==> src/hps_pkg.sv <==
// Shared types and constants for the host power sequencer.
package hps_pkg;

  localparam int TimeWidth  = 32;
  localparam int CountWidth = 10;
  localparam int AddrWidth  = 4;
  localparam int DataWidth  = 32;

  localparam logic [CountWidth-1:0] COUNT_MAX = '1;

  localparam logic [TimeWidth-1:0]  ALIVE_INTERVAL_RESET    = 32'd5000;
  localparam logic [TimeWidth-1:0]  SHUTDOWN_WAIT_RESET     = 32'd10000;
  localparam logic [TimeWidth-1:0]  LONG_PRESS_RESET        = 32'd1000;
  localparam logic [CountWidth-1:0] UNANSWERED_LIMIT_RESET  = 10'd500;

  localparam logic [1:0] REG_ALIVE_INTERVAL   = 2'd0;
  localparam logic [1:0] REG_SHUTDOWN_WAIT    = 2'd1;
  localparam logic [1:0] REG_LONG_PRESS       = 2'd2;
  localparam logic [1:0] REG_UNANSWERED_LIMIT = 2'd3;

  localparam logic [2:0] CMD_POLL    = 3'd0;
  localparam logic [2:0] CMD_PRESS   = 3'd1;
  localparam logic [2:0] CMD_RELEASE = 3'd2;
  localparam logic [2:0] CMD_CW      = 3'd3;
  localparam logic [2:0] CMD_CCW     = 3'd4;
  localparam logic [2:0] CMD_ALIVE   = 3'd5;

  localparam logic [2:0] MSG_NONE     = 3'd0;
  localparam logic [2:0] MSG_ALIVE    = 3'd1;
  localparam logic [2:0] MSG_SHUTDOWN = 3'd2;
  localparam logic [2:0] MSG_TOGGLE   = 3'd3;
  localparam logic [2:0] MSG_VOL_UP   = 3'd4;
  localparam logic [2:0] MSG_VOL_DOWN = 3'd5;

  typedef struct packed {
    logic [TimeWidth-1:0]  alive_interval_ms;
    logic [TimeWidth-1:0]  shutdown_wait_ms;
    logic [TimeWidth-1:0]  long_press_ms;
    logic [CountWidth-1:0] unanswered_limit;
  } cfg_t;

  typedef struct packed {
    logic [2:0] message;
    logic       power_on;
    logic [1:0] mode;
    logic       fade_start;
    logic       last;
  } result_t;

  typedef struct packed {
    logic    two;
    result_t first;
    result_t second;
  } step_out_t;

endpackage

==> src/hps_regs.sv <==
// Configuration register bank behind the APB-style port.
module hps_regs (
  input  logic                          clk,
  input  logic                          rst,
  input  logic                          psel,
  input  logic                          penable,
  input  logic                          pwrite,
  input  logic [hps_pkg::AddrWidth-1:0] paddr,
  input  logic [hps_pkg::DataWidth-1:0] pwdata,
  output logic [hps_pkg::DataWidth-1:0] prdata,
  output logic                          pready,
  output hps_pkg::cfg_t                 cfg
);

  hps_pkg::cfg_t regs;
  logic          wr_en;
  logic [1:0]    reg_idx;

  assign pready  = 1'b1;
  assign wr_en   = psel && penable && pwrite;
  assign reg_idx = paddr[3:2];
  assign cfg     = regs;

  always_ff @(posedge clk) begin
    if (rst) begin
      regs.alive_interval_ms <= hps_pkg::ALIVE_INTERVAL_RESET;
      regs.shutdown_wait_ms  <= hps_pkg::SHUTDOWN_WAIT_RESET;
      regs.long_press_ms     <= hps_pkg::LONG_PRESS_RESET;
      regs.unanswered_limit  <= hps_pkg::UNANSWERED_LIMIT_RESET;
    end else if (wr_en) begin
      unique case (reg_idx)
        hps_pkg::REG_ALIVE_INTERVAL:   regs.alive_interval_ms <= pwdata;
        hps_pkg::REG_SHUTDOWN_WAIT:    regs.shutdown_wait_ms  <= pwdata;
        hps_pkg::REG_LONG_PRESS:       regs.long_press_ms     <= pwdata;
        hps_pkg::REG_UNANSWERED_LIMIT: begin
          regs.unanswered_limit <= pwdata[hps_pkg::CountWidth-1:0];
        end
        default: ;
      endcase
    end
  end

  always_comb begin
    unique case (reg_idx)
      hps_pkg::REG_ALIVE_INTERVAL:   prdata = regs.alive_interval_ms;
      hps_pkg::REG_SHUTDOWN_WAIT:    prdata = regs.shutdown_wait_ms;
      hps_pkg::REG_LONG_PRESS:       prdata = regs.long_press_ms;
      hps_pkg::REG_UNANSWERED_LIMIT: begin
        prdata = {{(hps_pkg::DataWidth-hps_pkg::CountWidth){1'b0}}, regs.unanswered_limit};
      end
      default: prdata = '0;
    endcase
  end

endmodule

==> src/hps_engine.sv <==
// Host mode state and the combinational event update logic.
module hps_engine (
  input  logic                          clk,
  input  logic                          rst,
  input  logic                          fire,
  input  logic [2:0]                    cmd,
  input  logic [hps_pkg::TimeWidth-1:0] now_ms,
  input  hps_pkg::cfg_t                 cfg,
  output hps_pkg::step_out_t            step
);

  typedef enum logic [1:0] {
    MODE_DOWN  = 2'd0,
    MODE_START = 2'd1,
    MODE_UP    = 2'd2,
    MODE_SHUT  = 2'd3
  } mode_t;

  mode_t                          host_mode, host_mode_next;
  logic                           power_level, power_level_next;
  logic [hps_pkg::TimeWidth-1:0]  alive_request_time, alive_request_time_next;
  logic [hps_pkg::TimeWidth-1:0]  shutdown_start_time, shutdown_start_time_next;
  logic [hps_pkg::TimeWidth-1:0]  press_start_time, press_start_time_next;
  logic                           reply_pending, reply_pending_next;
  logic [hps_pkg::CountWidth-1:0] unanswered_count, unanswered_count_next;

  logic [hps_pkg::TimeWidth-1:0]  alive_age, shut_age, press_age;
  logic [hps_pkg::CountWidth-1:0] count_sat;
  logic [2:0]                     first_msg, msg;
  logic                           fade, two;

  assign alive_age = now_ms - alive_request_time;
  assign shut_age  = now_ms - shutdown_start_time;
  assign press_age = now_ms - press_start_time;
  assign count_sat = (unanswered_count == hps_pkg::COUNT_MAX) ? unanswered_count :
                     unanswered_count + 1'b1;

  always_comb begin
    host_mode_next           = host_mode;
    power_level_next         = power_level;
    alive_request_time_next  = alive_request_time;
    shutdown_start_time_next = shutdown_start_time;
    press_start_time_next    = press_start_time;
    reply_pending_next       = reply_pending;
    unanswered_count_next    = unanswered_count;
    first_msg                = hps_pkg::MSG_NONE;
    msg                      = hps_pkg::MSG_NONE;
    fade                     = 1'b0;
    two                      = 1'b0;
    case (cmd)
      hps_pkg::CMD_POLL: begin
        if (host_mode == MODE_START || host_mode == MODE_UP) begin
          if (alive_age > cfg.alive_interval_ms) begin
            if (reply_pending) begin
              unanswered_count_next = count_sat;
              if (count_sat > cfg.unanswered_limit) begin
                shutdown_start_time_next = now_ms;
                host_mode_next           = MODE_SHUT;
                first_msg                = hps_pkg::MSG_SHUTDOWN;
                two                      = 1'b1;
              end
            end
            msg                     = hps_pkg::MSG_ALIVE;
            reply_pending_next      = (host_mode_next == MODE_UP);
            alive_request_time_next = now_ms;
          end
        end else if (host_mode == MODE_SHUT) begin
          if (shut_age > cfg.shutdown_wait_ms) begin
            power_level_next = 1'b0;
            host_mode_next   = MODE_DOWN;
          end
        end
      end
      hps_pkg::CMD_PRESS: begin
        press_start_time_next = now_ms;
        fade                  = 1'b1;
      end
      hps_pkg::CMD_RELEASE: begin
        if (host_mode == MODE_DOWN) begin
          power_level_next        = 1'b1;
          alive_request_time_next = now_ms;
          host_mode_next          = MODE_START;
        end else if (press_age > cfg.long_press_ms) begin
          if (host_mode == MODE_START || host_mode == MODE_UP) begin
            shutdown_start_time_next = now_ms;
            host_mode_next           = MODE_SHUT;
            msg                      = hps_pkg::MSG_SHUTDOWN;
          end
        end else if (host_mode == MODE_UP) begin
          msg = hps_pkg::MSG_TOGGLE;
        end
      end
      hps_pkg::CMD_CW: begin
        msg  = hps_pkg::MSG_VOL_UP;
        fade = 1'b1;
      end
      hps_pkg::CMD_CCW: begin
        msg  = hps_pkg::MSG_VOL_DOWN;
        fade = 1'b1;
      end
      hps_pkg::CMD_ALIVE: begin
        host_mode_next        = MODE_UP;
        reply_pending_next    = 1'b0;
        unanswered_count_next = '0;
      end
      default: ;
    endcase

    step.two = two;
    if (two) begin
      step.first  = '{first_msg, power_level_next, host_mode_next, 1'b0, 1'b0};
      step.second = '{msg, power_level_next, host_mode_next, 1'b0, 1'b1};
    end else begin
      step.first  = '{msg, power_level_next, host_mode_next, fade, 1'b1};
      step.second = '{msg, power_level_next, host_mode_next, 1'b0, 1'b1};
    end
  end

  always_ff @(posedge clk) begin
    if (rst) begin
      host_mode           <= MODE_DOWN;
      power_level         <= 1'b0;
      alive_request_time  <= '0;
      shutdown_start_time <= '0;
      press_start_time    <= '0;
      reply_pending       <= 1'b0;
      unanswered_count    <= '0;
    end else if (fire) begin
      host_mode           <= host_mode_next;
      power_level         <= power_level_next;
      alive_request_time  <= alive_request_time_next;
      shutdown_start_time <= shutdown_start_time_next;
      press_start_time    <= press_start_time_next;
      reply_pending       <= reply_pending_next;
      unanswered_count    <= unanswered_count_next;
    end
  end

endmodule

==> src/hps_out_buf.sv <==
// Result register that holds one or two results of a transaction.
module hps_out_buf (
  input  logic               clk,
  input  logic               rst,
  input  logic               load,
  input  hps_pkg::step_out_t step,
  output logic               free,
  output logic               out_valid,
  input  logic               out_ready,
  output hps_pkg::result_t   res
);

  logic             buf_valid;
  logic             second_pend;
  hps_pkg::result_t cur;
  hps_pkg::result_t nxt;
  logic             take;

  assign take      = buf_valid && out_ready;
  assign free      = !buf_valid || (out_ready && !second_pend);
  assign out_valid = buf_valid;
  assign res       = cur;

  always_ff @(posedge clk) begin
    if (rst) begin
      buf_valid   <= 1'b0;
      second_pend <= 1'b0;
    end else if (take && second_pend) begin
      second_pend <= 1'b0;
    end else if (load) begin
      buf_valid   <= 1'b1;
      second_pend <= step.two;
    end else if (take) begin
      buf_valid <= 1'b0;
    end
  end

  always_ff @(posedge clk) begin
    if (take && second_pend) begin
      cur <= nxt;
    end else if (load) begin
      cur <= step.first;
      nxt <= step.second;
    end
  end

endmodule

==> src/host_power_sequencer_core.sv <==
// Top level of the host power sequencer: input register, engine and result buffer.
// A transaction waits in the input register until the result buffer is free,
// then its result is registered there and offered. Throughput: one transaction
// per cycle with out_ready high; a two-result one holds the buffer for both.
// Reset (synchronous, active high) returns the host mode to down with power off,
// clears all timestamps and counters, and loads the register defaults.
module host_power_sequencer_core (
  input  logic                          clk,
  input  logic                          rst,
  input  logic                          in_valid,
  output logic                          in_ready,
  input  logic [2:0]                    cmd,
  input  logic [hps_pkg::TimeWidth-1:0] now_ms,
  output logic                          out_valid,
  input  logic                          out_ready,
  output logic [2:0]                    message,
  output logic                          power_on,
  output logic [1:0]                    mode,
  output logic                          fade_start,
  output logic                          last,
  input  logic                          psel,
  input  logic                          penable,
  input  logic                          pwrite,
  input  logic [hps_pkg::AddrWidth-1:0] paddr,
  input  logic [hps_pkg::DataWidth-1:0] pwdata,
  output logic [hps_pkg::DataWidth-1:0] prdata,
  output logic                          pready
);

  hps_pkg::cfg_t                 cfg;
  hps_pkg::step_out_t            step;
  hps_pkg::result_t              res;
  logic                          held;
  logic [2:0]                    held_cmd;
  logic [hps_pkg::TimeWidth-1:0] held_now;
  logic                          buf_free;
  logic                          advance;

  assign advance  = held && buf_free;
  assign in_ready = !held || buf_free;

  always_ff @(posedge clk) begin
    if (rst) begin
      held <= 1'b0;
    end else if (in_valid && in_ready) begin
      held <= 1'b1;
    end else if (advance) begin
      held <= 1'b0;
    end
  end

  always_ff @(posedge clk) begin
    if (in_valid && in_ready) begin
      held_cmd <= cmd;
      held_now <= now_ms;
    end
  end

  hps_regs u_regs (
    .clk     (clk),
    .rst     (rst),
    .psel    (psel),
    .penable (penable),
    .pwrite  (pwrite),
    .paddr   (paddr),
    .pwdata  (pwdata),
    .prdata  (prdata),
    .pready  (pready),
    .cfg     (cfg)
  );

  hps_engine u_engine (
    .clk    (clk),
    .rst    (rst),
    .fire   (advance),
    .cmd    (held_cmd),
    .now_ms (held_now),
    .cfg    (cfg),
    .step   (step)
  );

  hps_out_buf u_out_buf (
    .clk       (clk),
    .rst       (rst),
    .load      (advance),
    .step      (step),
    .free      (buf_free),
    .out_valid (out_valid),
    .out_ready (out_ready),
    .res       (res)
  );

  assign message    = res.message;
  assign power_on   = res.power_on;
  assign mode       = res.mode;
  assign fade_start = res.fade_start;
  assign last       = res.last;

endmodule
==> config.mk <==
export PLATFORM = sky130hd
export DESIGN_NAME = host_power_sequencer_core
export DESIGN_NICKNAME = d
export VERILOG_FILES = /design/src/hps_pkg.sv /design/src/hps_regs.sv /design/src/hps_engine.sv /design/src/hps_out_buf.sv /design/src/host_power_sequencer_core.sv
export SDC_FILE = /design/constraint.sdc
export NUM_CORES = 1
export LEC_CHECK = 0
export ABC_CLOCK_PERIOD_IN_PS = 6100
export CORE_MARGIN = 1.5
export CORE_UTILIZATION = 60
export DETAILED_ROUTE_END_ITERATION = 8
export DONT_BUFFER_PORTS = 1
export PLACE_DENSITY = 0.83
export SLEW_MARGIN = 25
export SYNTH_ARGS = -nofsm -noshare
export SYNTH_HDL_FRONTEND = slang
export SYNTH_SLANG_ARGS = --single-unit
==> constraint.sdc <==
create_clock -name clk -period 6.1 [get_ports clk]
set_input_delay 1.22 -clock clk [delete_from_list [all_inputs] [get_ports clk]]
set_output_delay 1.22 -clock clk [all_outputs]
set_load 0.005 [all_outputs]
---- Yosys cells after proc, flatten, opt, wreduce, memory -nomap -nowiden ----
Index checks and enable logic that the tools add are counted.
word-level totals
  register bits after elaboration ......... 270
  input bits .............................. 78
operators by class
  add/sub/neg operators ................... 4
  order comparisons ....................... 4
  equal/unequal tests ..................... 21
  multiplexer cells ....................... 64
  bitwise gates (word level) .............. 1
  reduce and logical (&&, ||, !) cells .... 34
operators with widths
  cell                   count
  $mux 32                10
  $pmux 32 s2            2
  $pmux 32 s4            1
  $gt 32x32->1           3
  $sub 32x32->32         3
  $mux 10                4
  $mux 2                 15
  $mux 3                 7
  $pmux 10 s2            1
  $mux 1                 17
  $mux 16                1
  $mux 8                 2
  $ne 2x1->1 const B     7
  $reduce_and 2->1       7
  $pmux 3 s4             1
  $add 10x1->10 const B  1
  $eq 10x10->1 const B   1
  $eq 2x2->1 const B     5
  $gt 10x10->1           1
  $reduce_and 5->1       2
  $reduce_bool 2->1      5
  $reduce_and 9->1       1
  $logic_and 1x1->1      7
  $eq 3x2->1 const B     2
  other kinds (14)       22

---- Depth between registers and ports, before layout ----
Gate-level depths: netlist of run 1.
  depth after elaboration ................. 14
  depth in mapped cells ................... 27
  gate-level depth less buffers ........... 25

---- Hierarchy ----
Synthesis of run 1 repeated with hierarchy kept, for this count alone.
unflattened totals
  cell total of the unflattened synthesis .. 2119
  area, all modules ....................... 18840.6 sq um
modules (own cells, without submodules)
  module                     times used  cells an instance  area an instance (sq um)
  hps_engine                 1           1556               12034.0
  hps_regs                   1           485                4987.3
  host_power_sequencer_core  1           41                 1113.6
  hps_out_buf                1           37                 705.7

---- Worst setup path before layout of run 1 ----
No wires, ideal clock.
  path kind ............................... register to register
  start ................................... register held_now[0] in the netlist's numbering
  end ..................................... register u_out_buf.cur (netlist bit u_out_buf.res[2]) (data pin)
  arrival time ............................ 4.879 ns
  data required time ...................... 5.840 ns
  setup slack ............................. 0.961 ns
  stages on the path, launching flop included .. 25
  buffers on the path ..................... 0
  path through ............................ edfxtp_1 inv_1 ha_1 inv_1 fa_1 a21o_1 nand3_1 a211oi_1 o31a_1 o211a_1 a21bo_1 a21oi_2 or2_1 o21ai_1 xor2_1 ha_1 nand4_2 nor4_2 nand3_1 or4_4 nand2_4 mux2i_1 o211ai_1 o211a_1 mux2_2
RTL lines
  element                   line                             RTL
  start: declaration        host_power_sequencer_core.sv:35  logic [hps_pkg::TimeWidth-1:0] held_now;
  start signal: assignment  host_power_sequencer_core.sv:55  held_now <= now_ms;
  end signal: assignment    hps_out_buf.sv:40                cur <= nxt;
  end signal: assignment    hps_out_buf.sv:42                cur <= step.first;
  end: declaration          hps_out_buf.sv:15                hps_pkg::result_t cur;

==> summary.txt, run 1 <==
Job
  – Max-cap violations: 0

Logic synthesis
  – Largest family of logic cells by synthesized area: compound AO/OA/AOI/OAI gates
  – Synth Area in Simple Gates: 0.168
  – Asr flop ratio synth: 0
  – Multiplexer area fraction after synthesis: 0.0686
  – Yosys warnings: 0
  – Post-Synth XOR/XNOR Area: 0.0422
  – Top_reg_cell synth: dfxtp_1
  – Post-Syn Instances: 2187
  – #FFs+latches synth: 268
  – Post-Syn Nets: 2472
  – Post-synth EDFFs: 49
  – Synth area leader: dfxtp_1
  – Sequential share of the synthesized area: 0.328
  – Synthesized area: 17800 µm²
  – Area contributors post-synth: dfxtp_1 (25%), ha_1 (14%), edfxtp_1 (8.3%), nand2_1 (7.0%), a21oi_1 (6.6%)
  – Yosys top cell area share: 0.246
  – Compound-Gate Fraction of Synth Area: 0.180
  – Post-Synth Adder-Cell Area: 0.146
  – Synth unique cells: 79
  – Avg Cell Area, Syn: 8.15 µm²

GRT
  – Total GRT Usage: 0.314
  – Global route overflow: 0
  – Largest net degree at the start of global routing: 220
  – Initial antenna violation count: 0
  – Vias in the first global route: 15030
  – First-pass GRT wire length: 77500 µm

CTS
  – Clk root buf: clkbuf_16
  – Sink Count: 268
  – Num CTS Buffers: 31
  – CTS Buffer Depth: 3
  – Clock transition at the registers of the reported paths: 0.06 ns
  – Clk_lat worst skew: 0.57 ns
  – CTS HTree Levels: 1
  – TritonCTS clock tree: done

Worst setup path
  – Worst setup SP type: flop
  – Crit path arrival time: 6.13 ns
  – Worst path max stage delay: 0.57 ns
  – CP Cell Sequence: inv_2, ha_1, inv_1, fa_1, a21o_1, nand3_1, a211oi_1, o31a_1, o211a_1, a21bo_1, a21oi_2, or2_1, o21ai_1, xor2_1, ha_1, nand4_4, nor4_4, nand3_2, or4_4, nand2_4, mux2i_2, o211ai_1, o211a_1, mux2_2
  – WP data required: 6.42 ns
  – CP max FO: 4
  – Endpoint type of the worst setup path: flop
  – Slowest library cell on the worst path: or4_4
  – CP Class: reg2reg

Cells and area
  – Area delta synth->final: 8.76%
  – ANT cells: 0
  – Most common cell after layout, fill and taps aside: nand2_1
  – Fin nets: 2453
  – Layout cell share with drive strength beyond 1: 0.0570
  – Most frequent cells in the layout: nand2_1 (332), a21oi_1 (234), inv_1 (226)

Timing
  – Final setup fails: 0
  – Fin crit period: 5.81 ns
  – Final period util: 0.952
  – Fin. Hold Viols: 0
  – Final WS setup: 0.291 ns
  – Max Clk Rate: 172 MHz
  – Slew HR: 0.482
  – Final hold slack: 0.455 ns
  – Worst slew pin tran: 0.770 ns
  – Worst Skew: 0.0119 ns
  – Slew Limit Fails: 0

Die
  – Die X: 175 µm
  – Die Y: 175 µm
  – Initial core utilization: 0.615
  – Core footprint: 29000 µm²
  – Die area: 30800 µm²
  – IO Pins: 121
  – # rows: 62

Drt
  – Via density per instance: 6.02
  – ANT nets after route: 0
  – DRC: 0
  – 1st-iter DRT viols: 1412
  – DR WL/cell: 19.0 µm
  – Total number of vias: 15518
  – Drt total wl: 48800 µm
  – First-pass DRT Iterations: 5

Pwr
  – P per Cell Area: 233 nW/µm²
  – Max IR drop VDD: 0.000241 V
  – Leakage: 7.61 nW

Worst hold path
  – Hold Path Class: reg2reg

Placement
  – Routability cong.: 0.938
  – # port buffers: 0
  – Detail Placement HPWL: 35300 µm
  – Pre-CTS WS: 0.191 ns

Run status
  – Status: completed
[critical path: cells and delay by family (launching register included)]
kind / cells / cell delay [ns]
adders and majority gates: 3 / 0.91
muxes: 2 / 0.50
xor gates and xnor gates: 1 / 0.15
DFF: 1 / 0.43
and+or+nand+nor: 7 / 1.62
AOI/OAI and AO/OA: 9 / 1.77
buffers and inverters: 2 / 0.17
[path summary, 6_finish.rpt]
path	start	slack [ns]	end	cells past startpoint
worst max-delay path	held_now[0]$_DFFE_PP_	0.29	u_out_buf.res[2]$_DFFE_PP_	24
worst min register to register	u_engine.press_start_time[27]$_SDFFE_PP0P_	0.45	u_engine.press_start_time[27]$_SDFFE_PP0P_	2
worst max register to register	held_now[0]$_DFFE_PP_	0.29	u_out_buf.res[2]$_DFFE_PP_	24
worst min-delay path	u_engine.press_start_time[27]$_SDFFE_PP0P_	0.45	u_engine.press_start_time[27]$_SDFFE_PP0P_	2
[area by class of cell]
type | instances | area [µm²]
repair buffers | 27 | 273
inverters | 227 | 852
clock buffers | 46 | 927
flip-flops and latches | 268 | 5860
clock inverters | 11 | 108
multi-input cells | 1613 | 10900
fillers | 2332 | 9620
well taps | 384 | 480
[what timing repair did]
action,4_1_cts,5_1_grt
setup buffers,0,3
endpoints found under the setup margin,0,80
hold buffers,0,0
resized for setup,0,12
[through the flow]
| stage | std cells | instance area, µm² | total power, mW | TNS (ns) | utilization |
|---|---|---|---|---|---|
| 6_report | 2576 | 19400 | 4.53 | 0 | 0.669 |
| 5_1_grt | 2576 | 19400 | 4.70 | -0.00759 | 0.669 |
| 4_1_cts | 2572 | 19300 | 4.51 | 0 | 0.665 |
| 3_5_place_dp | 2515 | 18200 | 2.63 | 0 | 0.629 |
| 3_3_place_gp | 2515 | 18200 | 2.60 | 0 | 0.629 |
| 2_1_floorplan | 2187 | 17800 | 2.47 | 0 | - |
[registers in the layout, summed over array words and instances, names as in the netlist, 2 cells and up]
name                          count
held_cmd                          3
held_now                         32
u_engine.alive_request_time      32
u_engine.host_mode                2
u_engine.press_start_time        32
u_engine.shutdown_start_time     32
u_engine.unanswered_count        10
u_out_buf.nxt                     6
u_out_buf.res                     8
u_regs.cfg                      106
[Yosys cell counts, types with 6 or more instances]
library cell,instances
o21bai_1,11
mux2_2,6
nand4_1,29
nand2_1,332
nor2_1,181
edfxtp_1,49
mux4_2,10
a211oi_1,15
nor2b_1,15
xnor2_1,64
ha_1,204
dfxtp_1,219
clkbuf_1,65
nand3b_1,7
xor2_1,22
nor3_1,12
o21a_1,21
or3_1,6
and2_1,8
o211ai_1,12
mux2i_1,93
a211o_1,18
and3_1,13
o31ai_1,7
o21ai_1,19
a21boi_0,6
inv_1,227
nand2b_1,25
a21o_1,63
a21oi_1,236
o21ai_0,75
a31oi_1,12
nand3_1,26
[routing by layer]
| metal | vias to the layer above | track usage | wire, µm |
|---|---|---|---|
| li1 | 7471 | - | - |
| met1 | 7235 | 0.408 | 20300 |
| met2 | 672 | 0.522 | 22400 |
| met3 | 140 | 0.0509 | 3970 |
| met4 | 0 | 0.125 | 2160 |
| met5 | - | 0 | 0 |
[power breakdown]
| part | leakage, nW | internal [mW] | total, mW | switching (mW) |
|---|---|---|---|---|
| clock | 0.518 | 1.13 | 1.89 | 0.764 |
| sequential | 2.24 | 1.84 | 1.88 | 0.0407 |
| combinational | 4.86 | 0.318 | 0.750 | 0.432 |
| total | 7.61 | 3.29 | 4.53 | 1.24 |
[logic make-up (layout without fill, tap and decap cells)]
group | count (synthesis) | after routing
AO/OA/AOI/OAI | 528 | 528
flip-flops | 268 | 268
XOR/XNOR | 86 | 86
buffers and inverters | 306 | 311
adder cells (fa/ha/maj) | 207 | 207
other | 1 | 1
AND/OR/NAND/NOR | 682 | 682
multiplexers | 109 | 109
(Power assumes the default switching activity.)
==> run 2: changes to the inputs <==
- CELL_PAD_IN_SITES_DETAIL_PLACEMENT: default -> 2
- CELL_PAD_IN_SITES_GLOBAL_PLACEMENT: default -> 2
- CORE_UTILIZATION: 60 -> 39
- PLACE_DENSITY: 0.83 -> 0.87
==> run 2 against run 1 <==
Against the previous run:
- the run now ends with setup timing left
- sequential power hardly changed
- setup slack got worse by 0.48 ns
- final area rose by 4.2%
- via count is 15% higher
- clock skew increased by 0.012 ns
- total power rose by 12%
- sequential cell count unchanged
- first-iteration DRC count shrank 3.8%
- critical path type unchanged
- global-route usage increased by 1.7 points
- routed wire length rose by 77%
- utilization fell by 22 points
- largest cell class unchanged
==> summary.txt, run 2 (synthesis results as in run 1) <==
Worst hold path
  – Hold Path Class: reg2reg

Timing
  – Fin crit period: 6.29 ns (+0.477 ns)
  – Post-Route Setup TNS: -2.70 ns (-2.70 ns)
  – Final hold slack: 0.459 ns (+0.00385 ns)
  – Final WS setup: -0.185 ns (-0.477 ns)
  – Fin. Hold Viols: 0 (unchanged)
  – RSZ-0062 raised after global routing: true
  – Final period util: 1.03 (+0.0781)
  – Slew Limit Fails: 0 (unchanged)
  – Max Clk Rate: 159 MHz (-7.6%)
  – Final setup fails: 31 (+31)
  – Slew HR: 0.297 (-0.185)
  – Worst Skew: 0.0236 ns (+0.0117 ns)
  – Worst slew pin tran: 1.05 ns (+0.285 ns)

Worst setup path
  – Endpoint type of the worst setup path: flop
  – CP max FO: 9 (+5)
  – CP Cell Sequence: ha_1, a21oi_1, o21bai_1, a21o_1, a21o_1, a21oi_1, a21oi_1, nor3_2, o21bai_1, a21oi_1, xnor2_1, ha_1, a211oi_1, o21ai_1, o211ai_1, a21oi_1, or4b_4, a32oi_1, nor2_4, buf_12, mux2i_1, nor2_1
  – WP data required: 6.55 ns (+0.13 ns)
  – CP most frequent cell: a21oi_1
  – Slowest library cell on the worst path: or4b_4
  – Crit path arrival time: 6.74 ns (+0.61 ns)
  – CP Class: reg2reg
  – Worst setup SP type: flop
  – Worst path max stage delay: 0.61 ns (+0.04 ns)

CTS
  – TritonCTS clock tree: done
  – Clk_lat worst skew: 0.59 ns (+0.02 ns)
  – Num CTS Buffers: 36 (+16%)
  – Clk root buf: clkbuf_16
  – CTS Buffer Depth: 3 (unchanged)
  – Sink Count: 268 (unchanged)
  – CTS HTree Levels: 2 (+1)
  – Clock transition at the registers of the reported paths: 0.07 ns (about the same)
  – Hold_buf cts: 0 (unchanged)

Cells and area
  – Most frequent cells in the layout: nand2_1 (331), inv_1 (226), a21oi_1 (226)
  – Fin nets: 2476 (+0.94%)
  – Max FFs per register: 106 (unchanged)
  – Most common cell after layout, fill and taps aside: nand2_1
  – Non-Filler Instances: 2821 (+9.5%)
  – Layout cell share with drive strength beyond 1: 0.0852 (+0.0281)
  – Area delta synth->final: 13.3%
  – Final instance area: 20200 µm² (+4.2%)

Die
  – Die area: 47000 µm² (+53%)
  – # rows: 78 (+26%)
  – Core footprint: 45300 µm² (+56%)
  – Die Y: 217 µm (+24%)
  – Initial core utilization: 0.394 (-0.221)
  – Die X: 217 µm (+24%)
  – IO Pins: 121 (unchanged)

GRT
  – GR Util met1: 0.371 (-0.0373)
  – Initial antenna violation count: 2 (+2)
  – GRT Max-Usage Layer: met2
  – Global route overflow: 0 (unchanged)
  – Vias in the first global route: 19516 (+30%)
  – Total GRT Usage: 0.331 (+0.0172)
  – GR Util met2: 0.580 (+0.0571)
  – Met3 Use GR: 0.0741 (+0.0232)
  – First-pass GRT wire length: 119000 µm (+54%)
  – Largest net degree at the start of global routing: 220 (unchanged)

Pwr
  – Leakage: 7.79 nW (+2.3%)
  – Max IR drop VDD: 0.000198 V (-18%)
  – P per Cell Area: 250 nW/µm² (+7.3%)

Drt
  – Total number of vias: 17823 (+15%)
  – DR WL/cell: 30.7 µm (+62%)
  – DRC: 0 (unchanged)
  – 1st-iter DRT viols: 1359 (-3.8%)
  – First-pass DRT Iterations: 7 (+2)
  – ANT nets after route: 0 (unchanged)
  – Drt total wl: 86600 µm (+77%)
  – Via density per instance: 6.32 (+4.9%)

Placement
  – Detail Placement HPWL: 48300 µm (+37%)
  – Routability cong.: 0.866 (-7.6%)
  – Placement Cell Area: 18500 µm² (+1.4%)
  – Placed cells: 2730 (+8.5%)
  – # port buffers: 0 (unchanged)

Run status
  – Status: finished, violations left
  – Violated checks: setup timing

Job
  – Max-cap violations: 0 (unchanged)
## run 2: changes by cell type in the layout (fill, tap and decap cells not counted), moves of 3 or more
cell / change
a21oi_1: -8
a21oi_2: +7
buf_4: +18
clkbuf_1: +6
clkbuf_16: +5
clkinv_1: +3
clkinv_2: -4
mux2i_1: -8
mux2i_2: +3
mux2i_4: +5
nor2_1: -3
nor2_2: +3
nor3_1: -3
## run 2: path summary, 6_finish.rpt
path                                              startpoint                                             to  slack (ns)  depth (start not counted)
hold reg to reg   u_engine.press_start_time[14]$_SDFFE_PP0P_     u_engine.press_start_time[14]$_SDFFE_PP0P_        0.46                          2
setup / recovery                      held_now[16]$_DFFE_PP_  u_engine.shutdown_start_time[22]$_SDFFE_PP0P_       -0.19                         22
hold / removal    u_engine.press_start_time[14]$_SDFFE_PP0P_     u_engine.press_start_time[14]$_SDFFE_PP0P_        0.46                          2
setup reg to reg                      held_now[16]$_DFFE_PP_  u_engine.shutdown_start_time[22]$_SDFFE_PP0P_       -0.19                         22
## run 2: timing repair
item                                   CTS  global route
pin swaps                                7            24
setup buffers                            4            18
gates resized for setup                 18            52
cloned                                   1             0
endpoints found under the hold margin    0             0
setup endpoints to repair               87            87
## run 2: area by class of cell
| cell class | count | area (µm²) |
|---|---|---|
| sequential | 268 | 5860 |
| tap | 600 | 751 |
| clock inverter | 12 | 115 |
| timing repair buffer | 45 | 408 |
| fill | 4957 | 25100 |
| multi-input combinational | 1613 | 11200 |
| inverter | 227 | 852 |
| clock buffer | 54 | 1040 |
| antenna | 2 | 5.00 |
## run 2: through the flow
step	setup WS (ns)	util	power, mW
3_5_place_dp	-0.374	0.409	2.70
4_1_cts	0.0235	0.438	4.91
3_3_place_gp	0.190	0.409	2.63
2_1_floorplan	0.961	-	2.47
5_1_grt	-0.304	0.446	5.18
6_report	-0.185	0.446	5.06
## run 2: critical path: cells and delay by family, from the launching register on
kind            cells  cell delay [ns]
xor+xnor            1             0.18
mux                 1             0.30
flops               1             0.53
compound gates     13             3.10
fa+ha+maj           2             0.73
buf+inv             1             0.18
simple gates        4             1.12
## run 2: metal layers
| metal | part of all wire | vias to the layer above |
|---|---|---|
| met3 | 0.081 | 441 |
| li1 | - | 7524 |
| met5 | 0.00036 | - |
| met4 | 0.077 | 4 |
| met1 | 0.37 | 8882 |
| met2 | 0.48 | 972 |
## run 2: power breakdown
group	leakage, nW	switching [mW]	internal [mW]	total [mW]
Sequential	2.24	0.0530	1.84	1.90
Combinational	4.99	0.602	0.352	0.954
Clock	0.562	0.944	1.27	2.21
Total	7.79	1.60	3.46	5.06
